`src/design/dfnc_pkg.sv`:
```
// dfnc_pkg: permutation tables, queue entry type and bit-level helpers
// for the sbox-less des-style feistel cipher; no dependencies
`default_nettype none

package dfnc_pkg;

    localparam int ROUNDS_DEF = 16;
    localparam int ROUNDS_MAX = 16;
    localparam int QUEUE_DEPTH = 2;

    typedef struct packed {
        logic        op;
        logic [31:0] l;
        logic [31:0] r;
    } t_qentry;

    typedef struct packed {
        logic    push;
        t_qentry data;
    } t_push;

    localparam logic [6:0] IP_TAB [0:63] = '{
        7'd58, 7'd50, 7'd42, 7'd34, 7'd26, 7'd18, 7'd10, 7'd2,
        7'd60, 7'd52, 7'd44, 7'd36, 7'd28, 7'd20, 7'd12, 7'd4,
        7'd62, 7'd54, 7'd46, 7'd38, 7'd30, 7'd22, 7'd14, 7'd6,
        7'd64, 7'd56, 7'd48, 7'd40, 7'd32, 7'd24, 7'd16, 7'd8,
        7'd57, 7'd49, 7'd41, 7'd33, 7'd25, 7'd17, 7'd9,  7'd1,
        7'd59, 7'd51, 7'd43, 7'd35, 7'd27, 7'd19, 7'd11, 7'd3,
        7'd61, 7'd53, 7'd45, 7'd37, 7'd29, 7'd21, 7'd13, 7'd5,
        7'd63, 7'd55, 7'd47, 7'd39, 7'd31, 7'd23, 7'd15, 7'd7
    };

    localparam logic [6:0] PC1_TAB [0:55] = '{
        7'd57, 7'd49, 7'd41, 7'd33, 7'd25, 7'd17, 7'd9,
        7'd1,  7'd58, 7'd50, 7'd42, 7'd34, 7'd26, 7'd18,
        7'd10, 7'd2,  7'd59, 7'd51, 7'd43, 7'd35, 7'd27,
        7'd19, 7'd11, 7'd3,  7'd60, 7'd52, 7'd44, 7'd36,
        7'd63, 7'd55, 7'd47, 7'd39, 7'd31, 7'd23, 7'd15,
        7'd7,  7'd62, 7'd54, 7'd46, 7'd38, 7'd30, 7'd22,
        7'd14, 7'd6,  7'd61, 7'd53, 7'd45, 7'd37, 7'd29,
        7'd21, 7'd13, 7'd5,  7'd28, 7'd20, 7'd12, 7'd4
    };

    localparam logic [6:0] PC2_TAB [0:47] = '{
        7'd14, 7'd17, 7'd11, 7'd24, 7'd1,  7'd5,  7'd3,  7'd28,
        7'd15, 7'd6,  7'd21, 7'd10, 7'd23, 7'd19, 7'd12, 7'd4,
        7'd26, 7'd8,  7'd16, 7'd7,  7'd27, 7'd20, 7'd13, 7'd2,
        7'd41, 7'd52, 7'd31, 7'd37, 7'd47, 7'd55, 7'd30, 7'd40,
        7'd51, 7'd45, 7'd33, 7'd48, 7'd44, 7'd49, 7'd39, 7'd56,
        7'd34, 7'd53, 7'd46, 7'd42, 7'd50, 7'd36, 7'd29, 7'd32
    };

    localparam logic [6:0] EXP_TAB [0:47] = '{
        7'd32, 7'd1,  7'd2,  7'd3,  7'd4,  7'd5,
        7'd4,  7'd5,  7'd6,  7'd7,  7'd8,  7'd9,
        7'd8,  7'd9,  7'd10, 7'd11, 7'd12, 7'd13,
        7'd12, 7'd13, 7'd14, 7'd15, 7'd16, 7'd17,
        7'd16, 7'd17, 7'd18, 7'd19, 7'd20, 7'd21,
        7'd20, 7'd21, 7'd22, 7'd23, 7'd24, 7'd25,
        7'd24, 7'd25, 7'd26, 7'd27, 7'd28, 7'd29,
        7'd28, 7'd29, 7'd30, 7'd31, 7'd32, 7'd1
    };

    localparam logic [6:0] SEL_TAB [0:31] = '{
        7'd35, 7'd38, 7'd46, 7'd6,  7'd43, 7'd40, 7'd14, 7'd45,
        7'd33, 7'd19, 7'd26, 7'd15, 7'd23, 7'd8,  7'd22, 7'd10,
        7'd12, 7'd11, 7'd5,  7'd25, 7'd27, 7'd21, 7'd16, 7'd31,
        7'd28, 7'd32, 7'd34, 7'd24, 7'd9,  7'd37, 7'd2,  7'd1
    };

    localparam logic [6:0] PERM_TAB [0:31] = '{
        7'd16, 7'd7,  7'd20, 7'd21, 7'd29, 7'd12, 7'd28, 7'd17,
        7'd1,  7'd15, 7'd23, 7'd26, 7'd5,  7'd18, 7'd31, 7'd10,
        7'd2,  7'd8,  7'd24, 7'd14, 7'd32, 7'd27, 7'd3,  7'd9,
        7'd19, 7'd13, 7'd30, 7'd6,  7'd22, 7'd11, 7'd4,  7'd25
    };

    localparam logic [6:0] FP_TAB [0:63] = '{
        7'd40, 7'd8, 7'd48, 7'd16, 7'd56, 7'd24, 7'd64, 7'd32,
        7'd39, 7'd7, 7'd47, 7'd15, 7'd55, 7'd23, 7'd63, 7'd31,
        7'd38, 7'd6, 7'd46, 7'd14, 7'd54, 7'd22, 7'd62, 7'd30,
        7'd37, 7'd5, 7'd45, 7'd13, 7'd53, 7'd21, 7'd61, 7'd29,
        7'd36, 7'd4, 7'd44, 7'd12, 7'd52, 7'd20, 7'd60, 7'd28,
        7'd35, 7'd3, 7'd43, 7'd11, 7'd51, 7'd19, 7'd59, 7'd27,
        7'd34, 7'd2, 7'd42, 7'd10, 7'd50, 7'd18, 7'd58, 7'd26,
        7'd33, 7'd1, 7'd41, 7'd9,  7'd49, 7'd17, 7'd57, 7'd25
    };

    // cumulative left rotation of c and d after each round, modulo 28
    localparam logic [4:0] CUM_SHIFT [0:15] = '{
        5'd1,  5'd2,  5'd4,  5'd6,  5'd8,  5'd10, 5'd12, 5'd14,
        5'd15, 5'd17, 5'd19, 5'd21, 5'd23, 5'd25, 5'd27, 5'd0
    };

    function automatic logic [63:0] perm_ip(input logic [63:0] s);
        logic [63:0] o;
        for (int i = 0; i < 64; i++) begin
            o[63-i] = s[6'(64 - int'(IP_TAB[i]))];
        end
        return o;
    endfunction

    function automatic logic [63:0] perm_fp(input logic [63:0] s);
        logic [63:0] o;
        for (int i = 0; i < 64; i++) begin
            o[63-i] = s[6'(64 - int'(FP_TAB[i]))];
        end
        return o;
    endfunction

    function automatic logic [55:0] perm_pc1(input logic [63:0] s);
        logic [55:0] o;
        for (int i = 0; i < 56; i++) begin
            o[55-i] = s[6'(64 - int'(PC1_TAB[i]))];
        end
        return o;
    endfunction

    function automatic logic [47:0] perm_pc2(input logic [55:0] s);
        logic [47:0] o;
        for (int i = 0; i < 48; i++) begin
            o[47-i] = s[6'(56 - int'(PC2_TAB[i]))];
        end
        return o;
    endfunction

    function automatic logic [27:0] rotl28(input logic [27:0] x, input logic [4:0] s);
        logic [55:0] dbl;
        dbl = {x, x} << s;
        return dbl[55:28];
    endfunction

    // subkey for round k, pure wiring of the key for a constant k
    function automatic logic [47:0] subkey(input logic [63:0] key, input logic [3:0] k);
        logic [55:0] cd;
        logic [27:0] c;
        logic [27:0] d;
        cd = perm_pc1(key);
        c  = rotl28(cd[55:28], CUM_SHIFT[k]);
        d  = rotl28(cd[27:0], CUM_SHIFT[k]);
        return perm_pc2({c, d});
    endfunction

    function automatic logic [31:0] round_fn(input logic [31:0] half, input logic [47:0] sk);
        logic [47:0] e;
        logic [31:0] s;
        logic [31:0] p;
        for (int i = 0; i < 48; i++) begin
            e[47-i] = half[5'(32 - int'(EXP_TAB[i]))];
        end
        e = e ^ sk;
        for (int i = 0; i < 32; i++) begin
            s[31-i] = e[6'(48 - int'(SEL_TAB[i]))];
        end
        for (int i = 0; i < 32; i++) begin
            p[31-i] = s[5'(32 - int'(PERM_TAB[i]))];
        end
        return p;
    endfunction

endpackage

`default_nettype wire

```
`src/design/dfnc_front.sv`:
```
// dfnc_front: takes a block on start, applies the initial permutation
// and hands the split halves with the operation to the queue; uses dfnc_pkg
`default_nettype none

module dfnc_front (
    input  wire logic           i_start,
    input  wire logic           i_full,
    input  wire logic           i_operation,
    input  wire logic [63:0]    i_block_in,
    output dfnc_pkg::t_push     o_push,
    output logic                o_busy
);

    logic [63:0] w_ip;

    always_comb begin
        w_ip             = dfnc_pkg::perm_ip(i_block_in);
        o_busy           = i_full;
        o_push.push      = i_start && !i_full;
        o_push.data.op   = i_operation;
        o_push.data.l    = w_ip[63:32];
        o_push.data.r    = w_ip[31:0];
    end

endmodule

`default_nettype wire

```
`src/design/dfnc_queue.sv`:
```
// dfnc_queue: short flip-flop queue between the front and the round pipeline
// uses dfnc_pkg for the entry type
`default_nettype none

module dfnc_queue #(
    parameter int DEPTH = dfnc_pkg::QUEUE_DEPTH
) (
    input  wire logic               i_clk,
    input  wire logic               i_rst_n,
    input  wire dfnc_pkg::t_push    i_push,
    input  wire logic               i_pop,
    output logic                    o_full,
    output logic                    o_empty,
    output dfnc_pkg::t_qentry       o_head
);

    localparam int PW = (DEPTH > 1) ? $clog2(DEPTH) : 1;
    localparam int CW = $clog2(DEPTH + 1);

    dfnc_pkg::t_qentry r_mem [DEPTH];
    logic [PW-1:0]     r_wptr, n_wptr;
    logic [PW-1:0]     r_rptr, n_rptr;
    logic [CW-1:0]     r_cnt,  n_cnt;
    logic              w_do_pop;

    always_comb begin
        o_full   = (r_cnt == CW'(DEPTH));
        o_empty  = (r_cnt == '0);
        o_head   = r_mem[r_rptr];
        w_do_pop = i_pop && !o_empty;
        n_wptr   = r_wptr;
        n_rptr   = r_rptr;
        if (i_push.push) begin
            n_wptr = (r_wptr == PW'(DEPTH - 1)) ? '0 : r_wptr + 1'b1;
        end
        if (w_do_pop) begin
            n_rptr = (r_rptr == PW'(DEPTH - 1)) ? '0 : r_rptr + 1'b1;
        end
        n_cnt = r_cnt + CW'(i_push.push) - CW'(w_do_pop);
    end

    always_ff @(posedge i_clk) begin
        if (!i_rst_n) begin
            r_wptr <= '0;
            r_rptr <= '0;
            r_cnt  <= '0;
        end else begin
            r_wptr <= n_wptr;
            r_rptr <= n_rptr;
            r_cnt  <= n_cnt;
        end
    end

    always_ff @(posedge i_clk) begin
        if (i_push.push) begin
            r_mem[r_wptr] <= i_push.data;
        end
    end

endmodule

`default_nettype wire

```
`src/design/dfnc_rounds.sv`:
```
// dfnc_rounds: one register stage per feistel round, final permutation
// into the output register; uses dfnc_pkg tables and key schedule
`default_nettype none

module dfnc_rounds #(
    parameter int ROUNDS = dfnc_pkg::ROUNDS_DEF
) (
    input  wire logic               i_clk,
    input  wire logic               i_rst_n,
    input  wire logic [63:0]        i_key,
    input  wire logic               i_empty,
    input  wire dfnc_pkg::t_qentry  i_head,
    output logic                    o_pop,
    output logic                    o_valid,
    output logic [63:0]             o_block_out
);

    // round count capped at the length of the key schedule
    localparam int NR = (ROUNDS > dfnc_pkg::ROUNDS_MAX) ? dfnc_pkg::ROUNDS_MAX : ROUNDS;

    logic [47:0]       w_sub [NR];
    logic              r_vld [NR+1];
    dfnc_pkg::t_qentry r_stg [NR+1];
    logic              r_valid;
    logic [63:0]       r_block_out;

    assign o_pop       = !i_empty;
    assign o_valid     = r_valid;
    assign o_block_out = r_block_out;

    for (genvar k = 0; k < NR; k++) begin : g_key
        assign w_sub[k] = dfnc_pkg::subkey(i_key, 4'(k));
    end

    always_ff @(posedge i_clk) begin
        if (!i_rst_n) begin
            r_vld[0] <= 1'b0;
        end else begin
            r_vld[0] <= !i_empty;
        end
    end

    always_ff @(posedge i_clk) begin
        r_stg[0] <= i_head;
    end

    for (genvar k = 0; k < NR; k++) begin : g_round
        logic [47:0]       w_sk;
        dfnc_pkg::t_qentry w_nxt;

        always_comb begin
            w_sk     = r_stg[k].op ? w_sub[NR-1-k] : w_sub[k];
            w_nxt.op = r_stg[k].op;
            w_nxt.l  = r_stg[k].r;
            w_nxt.r  = r_stg[k].l ^ dfnc_pkg::round_fn(r_stg[k].r, w_sk);
        end

        always_ff @(posedge i_clk) begin
            if (!i_rst_n) begin
                r_vld[k+1] <= 1'b0;
            end else begin
                r_vld[k+1] <= r_vld[k];
            end
        end

        always_ff @(posedge i_clk) begin
            r_stg[k+1] <= w_nxt;
        end
    end

    always_ff @(posedge i_clk) begin
        if (!i_rst_n) begin
            r_valid <= 1'b0;
        end else begin
            r_valid <= r_vld[NR];
        end
    end

    // halves swapped before the final permutation
    always_ff @(posedge i_clk) begin
        r_block_out <= dfnc_pkg::perm_fp({r_stg[NR].r, r_stg[NR].l});
    end

endmodule

`default_nettype wire

```
`src/design/des_feistel_no_sbox_cipher.sv`:
```
// des_feistel_no_sbox_cipher: top level with key register and apb port,
// front, queue and round pipeline; uses dfnc_pkg, dfnc_front, dfnc_queue, dfnc_rounds
//
// Encrypts (operation 0) or decrypts (operation 1) one 64-bit block per start
// pulse with a DES-style Feistel network of ROUNDS rounds (at most 16) whose S-boxes
// are replaced by a fixed bit selection. A block is taken at every clock edge where
// start is high and busy is low; busy stays low in normal use, so one block per cycle
// is sustained. Each result appears on o_block_out for exactly one cycle with
// o_valid high, after its transfer has passed the queue slot, the queue head
// register, one register stage per round and the output register; results leave in
// the order the blocks came in and cannot be stalled. The 64-bit key lives at
// apb byte address 0 and must only be written while no block is in flight.
`default_nettype none

module des_feistel_no_sbox_cipher #(
    parameter int ROUNDS = dfnc_pkg::ROUNDS_DEF
) (
    input  wire logic           i_clk,
    input  wire logic           i_rst_n,
    input  wire logic           start,
    output logic                busy,
    input  wire logic           i_operation,
    input  wire logic [63:0]    i_block_in,
    output logic                o_valid,
    output logic [63:0]         o_block_out,
    input  wire logic           psel,
    input  wire logic           penable,
    input  wire logic           pwrite,
    input  wire logic [3:0]     paddr,
    input  wire logic [63:0]    pwdata,
    output logic [63:0]         prdata,
    output logic                pready
);

    localparam int LIVE_ROUNDS =
        (ROUNDS > dfnc_pkg::ROUNDS_MAX) ? dfnc_pkg::ROUNDS_MAX : ROUNDS;

    logic [63:0]        r_cipher_key;
    logic               w_wr;
    logic               w_full;
    logic               w_empty;
    logic               w_pop;
    dfnc_pkg::t_push    w_push;
    dfnc_pkg::t_qentry  w_head;

    assign pready = 1'b1;
    assign w_wr   = psel && penable && pwrite && (paddr[3] == 1'b0);
    assign prdata = (paddr[3] == 1'b0) ? r_cipher_key : '0;

    always_ff @(posedge i_clk) begin
        if (!i_rst_n) begin
            r_cipher_key <= '0;
        end else if (w_wr) begin
            r_cipher_key <= pwdata;
        end
    end

    dfnc_front u_front (
        .i_start     (start),
        .i_full      (w_full),
        .i_operation (i_operation),
        .i_block_in  (i_block_in),
        .o_push      (w_push),
        .o_busy      (busy)
    );

    dfnc_queue #(
        .DEPTH (dfnc_pkg::QUEUE_DEPTH)
    ) u_queue (
        .i_clk   (i_clk),
        .i_rst_n (i_rst_n),
        .i_push  (w_push),
        .i_pop   (w_pop),
        .o_full  (w_full),
        .o_empty (w_empty),
        .o_head  (w_head)
    );

    dfnc_rounds #(
        .ROUNDS (ROUNDS)
    ) u_rounds (
        .i_clk       (i_clk),
        .i_rst_n     (i_rst_n),
        .i_key       (r_cipher_key),
        .i_empty     (w_empty),
        .i_head      (w_head),
        .o_pop       (w_pop),
        .o_valid     (o_valid),
        .o_block_out (o_block_out)
    );

    // every transfer yields exactly one result
    a_latency_fwd : assert property (@(posedge i_clk) disable iff (!i_rst_n)
        (start && !busy) |-> ##(LIVE_ROUNDS+3) o_valid)
        else $error("accepted block produced no result");

    a_latency_back : assert property (@(posedge i_clk) disable iff (!i_rst_n)
        o_valid |-> $past(start && !busy && i_rst_n, LIVE_ROUNDS+3))
        else $error("result without matching transfer");

    // the round pipeline drains the queue every cycle, so it never fills
    a_never_full : assert property (@(posedge i_clk) disable iff (!i_rst_n)
        w_push.push |=> !w_full)
        else $error("queue filled up");

endmodule

`default_nettype wire
```
`config.mk`:
```
export PLATFORM = sky130hd
export DESIGN_NAME = des_feistel_no_sbox_cipher
export DESIGN_NICKNAME = d
export VERILOG_FILES = /design/src/design/dfnc_pkg.sv /design/src/design/dfnc_front.sv /design/src/design/dfnc_queue.sv /design/src/design/dfnc_rounds.sv /design/src/design/des_feistel_no_sbox_cipher.sv
export SDC_FILE = /design/constraint.sdc
export NUM_CORES = 1
export LEC_CHECK = 0
export BUFFER_PORTS_ARGS = -buffer_cell sky130_fd_sc_hd__buf_2
export CORE_MARGIN = 8
export CORE_UTILIZATION = 53
export DETAILED_ROUTE_END_ITERATION = 10
export PLACE_DENSITY = 0.8
export SETUP_SLACK_MARGIN = 0.05
export SYNTH_ARGS = -nofsm -noshare
export SYNTH_HDL_FRONTEND = slang
export SYNTH_SLANG_ARGS = --single-unit
```
`constraint.sdc`:
```
create_clock -name i_clk -period 5.15 [get_ports i_clk]
set_clock_uncertainty 0.2 [all_clocks]
set_input_delay 1.545 -clock i_clk [delete_from_list [all_inputs] [get_ports i_clk]]
set_output_delay 1.545 -clock i_clk [all_outputs]
set_load 0.01 [all_outputs]
```
After elaboration in Yosys (flattened, before gate mapping)

Memories as Yosys holds them, arrays and structs flattened. A register that Yosys moved wholly into a read port is not among the register bits.
Index checks and enable logic that the tools add are counted.

Input port bits: 139
Output and inout bits: 131
Memory bits (writable): 1188
Flip-flop bits (word level): 68
Word-level logic and storage cells: 112
Memories: 3

Eq/ne operators: 1
Add/sub/neg operators: 4
Reduce and logical (&&, ||, !) cells: 8
Bitwise logic cells: 50
Muxes and demuxes: 42

Memory list:

| name           | depth | bits a word | rd ports | clocked after memory_dff | write ports | RTL line          | RTL |
|---|---|---|---|---|---|---|---|
| u_rounds.r_stg | 17    | 65          | 17       | 1                        | 17          | dfnc_rounds.sv:23 | `dfnc_pkg::t_qentry r_stg [NR+1];` |
| u_queue.r_mem  | 2     | 33          | 1        | 1                        | 1           | dfnc_queue.sv:20  | `dfnc_pkg::t_qentry r_mem [DEPTH];` |
| u_rounds.r_vld | 17    | 1           | 17       | 1                        | 17          | dfnc_rounds.sv:22 | `logic r_vld [NR+1];` |

Operators with widths:

| kind                  | number |
|---|---|
| $xor A32 B32 Y32      | 16 |
| $xor A28 B28 Y28      | 16 |
| $mux W28              | 12 |
| $mux W64              | 1 |
| $mux W24              | 2 |
| $mux W23              | 2 |
| $mux W1               | 25 |
| $or A1 B1 Y1          | 17 |
| $logic_and A1 B1 Y1   | 4 |
| $logic_not A1 Y1      | 3 |
| $add A1 B1 Y1 const B | 2 |
| $add A2 B1 Y2         | 1 |
| $eq A2 B2 Y1 const B  | 1 |
| $logic_not A2 Y1      | 1 |
| $sub A2 B1 Y2         | 1 |
| $not A1 Y1            | 1 |

Longest topological paths before layout

Gate-level depths: netlist of run 1.

Depth in word-level cells: 5
Depth in mapped cells: 6
Depth with buffers taken out: 4

By module

A second synthesis of run 1 with hierarchy kept.

Cells, all modules: 1028
Area total of the unflattened synthesis: 14243.7 µm²

Modules (own cells, without submodules):

| module                     | area each (µm²) | cells an instance | times used |
|---|---|---|---|
| dfnc_rounds                | 5554.1          | 384               | 1 |
| dfnc_queue                 | 5137.4          | 225               | 1 |
| des_feistel_no_sbox_cipher | 3039.2          | 351               | 1 |
| dfnc_front                 | 513.0           | 68                | 1 |

Worst setup path before layout of run 1

Ideal clock, no wire load.

Kind: input to output
Start: input port paddr[3]
End: output port prdata[0]
Stages: 3
Setup slack: 1310 ps
Arrival time: 2095 ps
Path through: buf_2 clkbuf_1 nor2b_1

Word-level cells in the longest chain between the ends: 1

RTL lines:

| what               | RTL line                         | RTL |
|---|---|---|
| start: declaration | des_feistel_no_sbox_cipher.sv:29 | `input wire logic [3:0] paddr,` |
| $mux W64           | des_feistel_no_sbox_cipher.sv:48 | `assign prdata = (paddr[3] == 1'b0) ? r_cipher_key : '0;` |
| end: declaration   | des_feistel_no_sbox_cipher.sv:31 | `output logic [63:0] prdata,` |

Every way passes these cells.

Worst setup path after layout of run 1

Start: input port paddr[3]
End: output port prdata[25]

Same word-level chain as after synthesis.

==> impl_metrics.yaml, run 1 <==
status:
  status: "completed"
cts:
  cts_tree: "yes"
  insertion_delay_ns: 0.50
  cts_made_buffers: 24
  hold_buffers: 0
  cts_buffer_depth: 3
  cts_resized: 0
  clk_pin_slew_ns: 0.06
  postCtsSetupBuffers: 0
  cts.sinks: 253
  cts-htree-levels: 1
  cts_root_buffer: "clkbuf_16"
layout:
  syn2layout_area_growth_pct: 18.0
  mostFrequentLayoutCell: "dfxtp_1"
  most-common-layout-cells: "dfxtp_1 (235), buf_2 (151), nand2_1 (78)"
  layout-drive-gt1-share_pct: 23.4
  fill_cells: 1210
  final_core_util_pct: 63.4
  final_nets: 1009
die:
  start_util_pct: 53.7
  core_area_um2: 15000
  die_area_um2: 19400
  io_pins: 270
  die_y_um: 139
  rows: 45
  die_x_um: 139
pwr:
  switchingPower_mw: 0.874
  pwr-share-clk_pct: 41.7
  comb_power_share_pct: 5.2
  p_per_area_nw_per_um2: 448
  leakagePower_nw: 4.19
  ir_drop_mv: 0.302
  seqPwrFrac_pct: 53.0
  swShare_pct: 20.5
  internal-power_mw: 3.39
sta:
  setup-tns-final_ns: 0
  setup_viol: 0
  timing.final.hold_violations: 0
  max_freq_mhz: 233
  worst_slew_pin_slew_ns: 0.968
  maxSlewViolCount: 0
  maxSlewHeadroom_pct: 35.5
  period_share_pct: 83.2
  min_period_ns: 4.28
  rsz0062_at_grt: "false"
run:
  drv_cap: 0
setup_path:
  critPathMaxStageDelay_ns: 0.47
  critPathSlowestCell: "buf_2"
  cp_max_fo: 36
  critPathArrivalTime_ns: 2.54
  worstPathCellList: "buf_2 > buf_12 > nor2b_1 > buf_2"
  cp-end-kind: "output port"
  crit_top_cell: "buf_2"
  required_ns: 3.41
  path_class: "input pin to output port"
  start_kind: "input pin"
yosys:
  synth_top_area_share_pct: 58.2
  synth.area.top_cells: "dfxtp_1 (58%), edfxtp_1 (6.7%), buf_4 (5.4%)"
  syn_area_um2: 8080
  synth_cell_type_count: 28
  yosys.area.top_type: "dfxtp_1"
  postSynthAreaPerCell_um2: 11.1
  ys_warn_count: 0
  synth-main-ff-cell: "dfxtp_1"
  ys_ff_latch: 253
  synth_edf_count: 18
  ys_seq_area_share_pct: 64.9
  async_flop_share_pct: 0
  syn-instance-count: 727
global_route:
  grt_max_degree: 108
  grt_pass1_wl_mm: 24.3
  grt_usage_pct: 15.2
  globalRoute.totalOverflow: 0
  grt_pass1_vias: 4871
  antenna_found_initial: 1
placed_design:
  dp_hpwl_mm: 10.4
  io_buffers: 152
  routabilityCongestion: 0.740
routing:
  first_pass_iters: 4
  routed_via_density: 4.55
  drt-initial-drc-count: 214
  route.detailed.drc: 0
  wirelength_mm: 15.1
  vias: 4904
  ant_nets: 0
  wl_per_cell_um: 14.0
hold_path:
  worstHoldPathType: "register to register"
[cells by family (layout without fill, tap and decap cells)]
kind of cell / count (synthesis) / in the layout / share of synthesized area, %
AO/OA/AOI/OAI: 67 / 67 / 4.40
XOR/XNOR: 42 / 42 / 4.55
buffers and inverters: 99 / 204 / 7.98
flip-flops: 253 / 253 / 64.9
multiplexers: 17 / 17 / 2.25
other: 2 / 59 / 0.0930
AND/OR/NAND/NOR: 247 / 247 / 15.8
[power by group through the flow]
stage               sequential (mW)  combinational, mW  clock [mW]
global route                   2.28              0.250        1.90
CTS                            2.27              0.225        1.83
finish                         2.26              0.224        1.78
detailed placement             2.31              0.223           0
floorplan                      2.29              0.183           0
global placement               2.30              0.216           0
[worst max-delay path: cells and delay by family]
kind | cells | cell delay, ns
and+or+nand+nor | 1 | 0.08
buffers and inverters | 3 | 0.89
[final timing paths]
path	start	endpoint	slack (ns)	depth (start not counted)
max	paddr[3]	prdata[25]	0.87	4
min	u_rounds.r_stg[8][61]$_DFF_P_	u_rounds.r_stg[9][29]$_DFF_P_	0.12	0
max reg2reg	u_queue.r_cnt[0]$_SDFF_PN0_	u_queue.r_mem[1][5]$_DFFE_PP_	3.63	2
min reg2reg	u_rounds.r_stg[8][61]$_DFF_P_	u_rounds.r_stg[9][29]$_DFF_P_	0.12	0
[cells in the mapped netlist, types with 2 or more instances]
cell and n:
and2_1 18, and3_1 2, buf_2 19, buf_4 58, buf_6 4, clkbuf_1 14, conb_1 2, dfxtp_1 235
edfxtp_1 18, inv_1 3, mux2_2 9, mux2i_1 8, nand2_1 78, nand2b_1 14, nand3_1 64, nor2_1 4
nor2b_1 65, o21ai_0 44, o21ai_1 16, o21ai_2 4, xnor2_1 37, xor2_1 5
[cell type report]
| type | instances | area (um^2) | area share (%) |
|---|---|---|---|
| tap | 188 | 235 | 2.47 |
| inverter | 3 | 11.3 | 0.118 |
| clock buffer | 39 | 748 | 7.85 |
| antenna | 1 | 2.50 | 0.0262 |
| multi-input combinational | 431 | 2400 | 25.2 |
| sequential | 253 | 5250 | 55.0 |
| timing repair buffer | 157 | 813 | 8.53 |
| clock inverter | 5 | 81.3 | 0.853 |
[per-stage QoR]
stage	instance area, um^2	cells	power, mW	hold WS [ns]	worst slack [ns]
after floorplan	8290	783	2.48	0.110	1.31
after global placement	8700	1032	2.51	0.110	0.881
after detailed placement	8700	1032	2.53	0.112	0.854
after CTS	9530	1076	4.32	0.123	0.846
after global routing	9530	1076	4.44	0.122	0.800
final	9540	1077	4.27	0.121	0.866
[layer usage]
layer  track usage [%]  up-vias  share of wire, %
li1                  -     2508                 -
met1              17.1     2224                42
met2              26.2      142                48
met3              5.98       28               8.7
met4              4.04        2               1.4
met5                 0        -             0.079
[state kept, by name (all words and copies together) (netlist names), named ones only]
register and cells:
u_rounds.r_stg 141, r_cipher_key 64, u_queue.r_mem 18, u_rounds.r_vld 17, u_rounds.o_block_out 7, u_queue.r_cnt 2, u_queue.r_rptr 1, u_queue.r_wptr 1
u_rounds.o_valid 1
No activity file was read; power rests on OpenSTA's default activity.
==> run 2, diff against run 1 <==
Settings changed: CORE_UTILIZATION 53 to 50, PLACE_DENSITY 0.8 to 0.76.
Clock period 5.15 ns to 4 ns, I/O delays scaled along.
==> run 2 against run 1 <==
Compared with the run above: critical path depth unchanged; final cell count rose by 2.6%; clock-buffer cell count fell by 6; sequential share of layout area shrank 0.47 points; sequential cell count did not move; largest power group unchanged; first-iteration DRC count rose by 0.47%; die area rose by 5.3%; register-to-register slack lost 1.1 ns; utilization down 2.7 points; non-clock buffer count is 1 higher; critical path type unchanged.
==> impl_metrics.yaml, run 2 (synthesized netlist as in run 1, its figures left out) <==
cts:
  clk_pin_slew_ns: 0.06
  cts-htree-levels: 1
  postCtsSetupBuffers: 0
  insertion_delay_ns: 0.50
  cts_made_buffers: 24
  hold_buffers: 0
  cts.sinks: 253
  cts_tree: "yes"
  cts_resized: 0
  cts_buffer_depth: 3
  cts_root_buffer: "clkbuf_16"
routing:
  routed_via_density: 4.44
  route.detailed.drc: 0
  first_pass_iters: 4
  ant_nets: 0
  drt-initial-drc-count: 215
  wl_per_cell_um: 13.4
  wirelength_mm: 14.8
  vias: 4903
die:
  start_util_pct: 51.0
  core_area_um2: 15800
  die_x_um: 143
  rows: 46
  die_area_um2: 20500
  io_pins: 270
  die_y_um: 143
layout:
  fill_cells: 1346
  top_register: "u_rounds.r_stg"
  mostFrequentLayoutCell: "dfxtp_1"
  n_antenna_cell: 0
  largest_reg_flops: 141
  most-common-layout-cells: "dfxtp_1 (235), buf_2 (151), nand2_1 (78)"
  post_layout_nonfiller_instances: 1105
  top_regs: "u_rounds.r_stg: 141 flops, r_cipher_key: 64 flops, u_queue.r_mem: 18 flops"
  layout-drive-gt1-share_pct: 23.7
  final_nets: 1010
  final_area_um2: 9620
  syn2layout_area_growth_pct: 19.1
setup_path:
  required_ns: 2.60
  critPathTopFamily: "buffers and inverters"
  crit_top_cell: "buf_2"
  critPathMaxStageDelay_ns: 0.20
  cp_num_cells: 4
  critPathArrivalTime_ns: 1.88
  start_kind: "input pin"
  rr_worst_depth: 2
  cp-endpoint: "prdata[15]"
  r2r_setup_slack_ns: 2.52
  timing.rr.end: "u_queue.r_mem[1][17]$_DFFE_PP_"
  path_buf_inv: 3
  worstPathCellList: "buf_2 > buf_12 > nor2b_1 > buf_2"
  crit_start: "paddr[3]"
  path_class: "input pin to output port"
  critPathSlowestCell: "buf_12"
  rr_startpoint: "u_queue.r_cnt[0]$_SDFF_PN0_"
  cp-end-kind: "output port"
  cp_max_fo: 65
pwr:
  finalPower_mw: 5.55
  pwr-share-clk_pct: 42.4
  p_per_area_nw_per_um2: 577
  leakagePower_nw: 4.22
  internal-power_mw: 4.42
  comb_power_share_pct: 5.2
  switchingPower_mw: 1.13
  ir_drop_mv: 0.329
  seqPwrFrac_pct: 52.5
  swShare_pct: 20.4
hold_path:
  worstHoldPathType: "register to register"
sta:
  period_share_pct: 81.9
  setup-tns-final_ns: 0
  rsz0062_at_grt: "false"
  timing.final.hold_violations: 0
  worst_slew_pin_slew_ns: 0.696
  max_freq_mhz: 305
  maxSlewViolCount: 0
  fin_ws_ns: 0.724
  min_period_ns: 3.28
  setup_viol: 0
  maxSlewHeadroom_pct: 53.6
placed_design:
  io_buffers: 152
  post-place-ws_ns: 0.727
  routabilityCongestion: 0.748
  place_inst: 1061
  placed_cell_area_um2: 8770
  dp_hpwl_mm: 10.3
global_route:
  grt_max_degree: 80
  grt_usage_pct: 14.2
  grt_pass1_wl_mm: 23.6
  grt_pass1_vias: 4820
  antenna_found_initial: 1
  globalRoute.totalOverflow: 0
run:
  drv_cap: 0
status:
  status: "completed"
-- run 2: worst reg2reg max path, stage by stage, from the launching register on --
cell,delay [ns]
dfxtp_1,0.34
nand2b_1,0.16
and3_1,0.43
-- run 2: area by class of cell --
type | count | area (um^2) | area share, %
clock buffers | 33 | 686 | 7.13
multi-input cells | 431 | 2400 | 24.9
inverters | 3 | 11.3 | 0.117
repair buffers | 158 | 846 | 8.79
flip-flops and latches | 253 | 5250 | 54.5
well taps | 216 | 270 | 2.81
clock inverters | 11 | 161 | 1.68
-- run 2: layer usage --
layer / global-route usage, % / vias up / routed length, um
li1: - / 2518 / -
met1: 17.1 / 2218 / 6400
met2: 24.2 / 137 / 6900
met3: 4.34 / 28 / 1190
met4: 3.75 / 2 / 268
met5: 0 / - / 10
-- run 2: worst min path at each step --
stage / start / end / slack (ns) / depth (start not counted)
2_1_floorplan: u_rounds.r_stg[16][37]$_DFF_P_ / u_rounds.o_block_out[17]$_DFF_P_ / 0.11 / 0
3_3_place_gp: u_rounds.r_stg[16][42]$_DFF_P_ / u_rounds.o_block_out[43]$_DFF_P_ / 0.11 / 0
3_5_place_dp: u_rounds.r_stg[9][20]$_DFF_P_ / u_rounds.r_stg[10][52]$_DFF_P_ / 0.11 / 0
4_1_cts: u_rounds.r_stg[13][0]$_DFF_P_ / u_rounds.r_stg[14][32]$_DFF_P_ / 0.12 / 0
5_1_grt: u_rounds.r_stg[1][5]$_DFF_P_ / u_rounds.r_stg[2][37]$_DFF_P_ / 0.13 / 0
6_report: u_rounds.r_stg[13][0]$_DFF_P_ / u_rounds.r_stg[14][32]$_DFF_P_ / 0.12 / 0
-- run 2: metrics by stage --
stage,utilization [%],hold WS [ns]
global placement,55.4,0.110
detailed placement,55.4,0.112
floorplan,-,0.110
CTS,60.8,0.121
finish,60.8,0.123
global route,60.8,0.129
-- run 2: power groups by stage --
stage	Clock [mW]	Sequential [mW]	Combinational, mW
6_report	2.35	2.91	0.287
5_1_grt	2.51	2.94	0.321
4_1_cts	2.41	2.92	0.289
3_5_place_dp	0	2.97	0.287
3_3_place_gp	0	2.96	0.280
2_1_floorplan	0	2.95	0.236
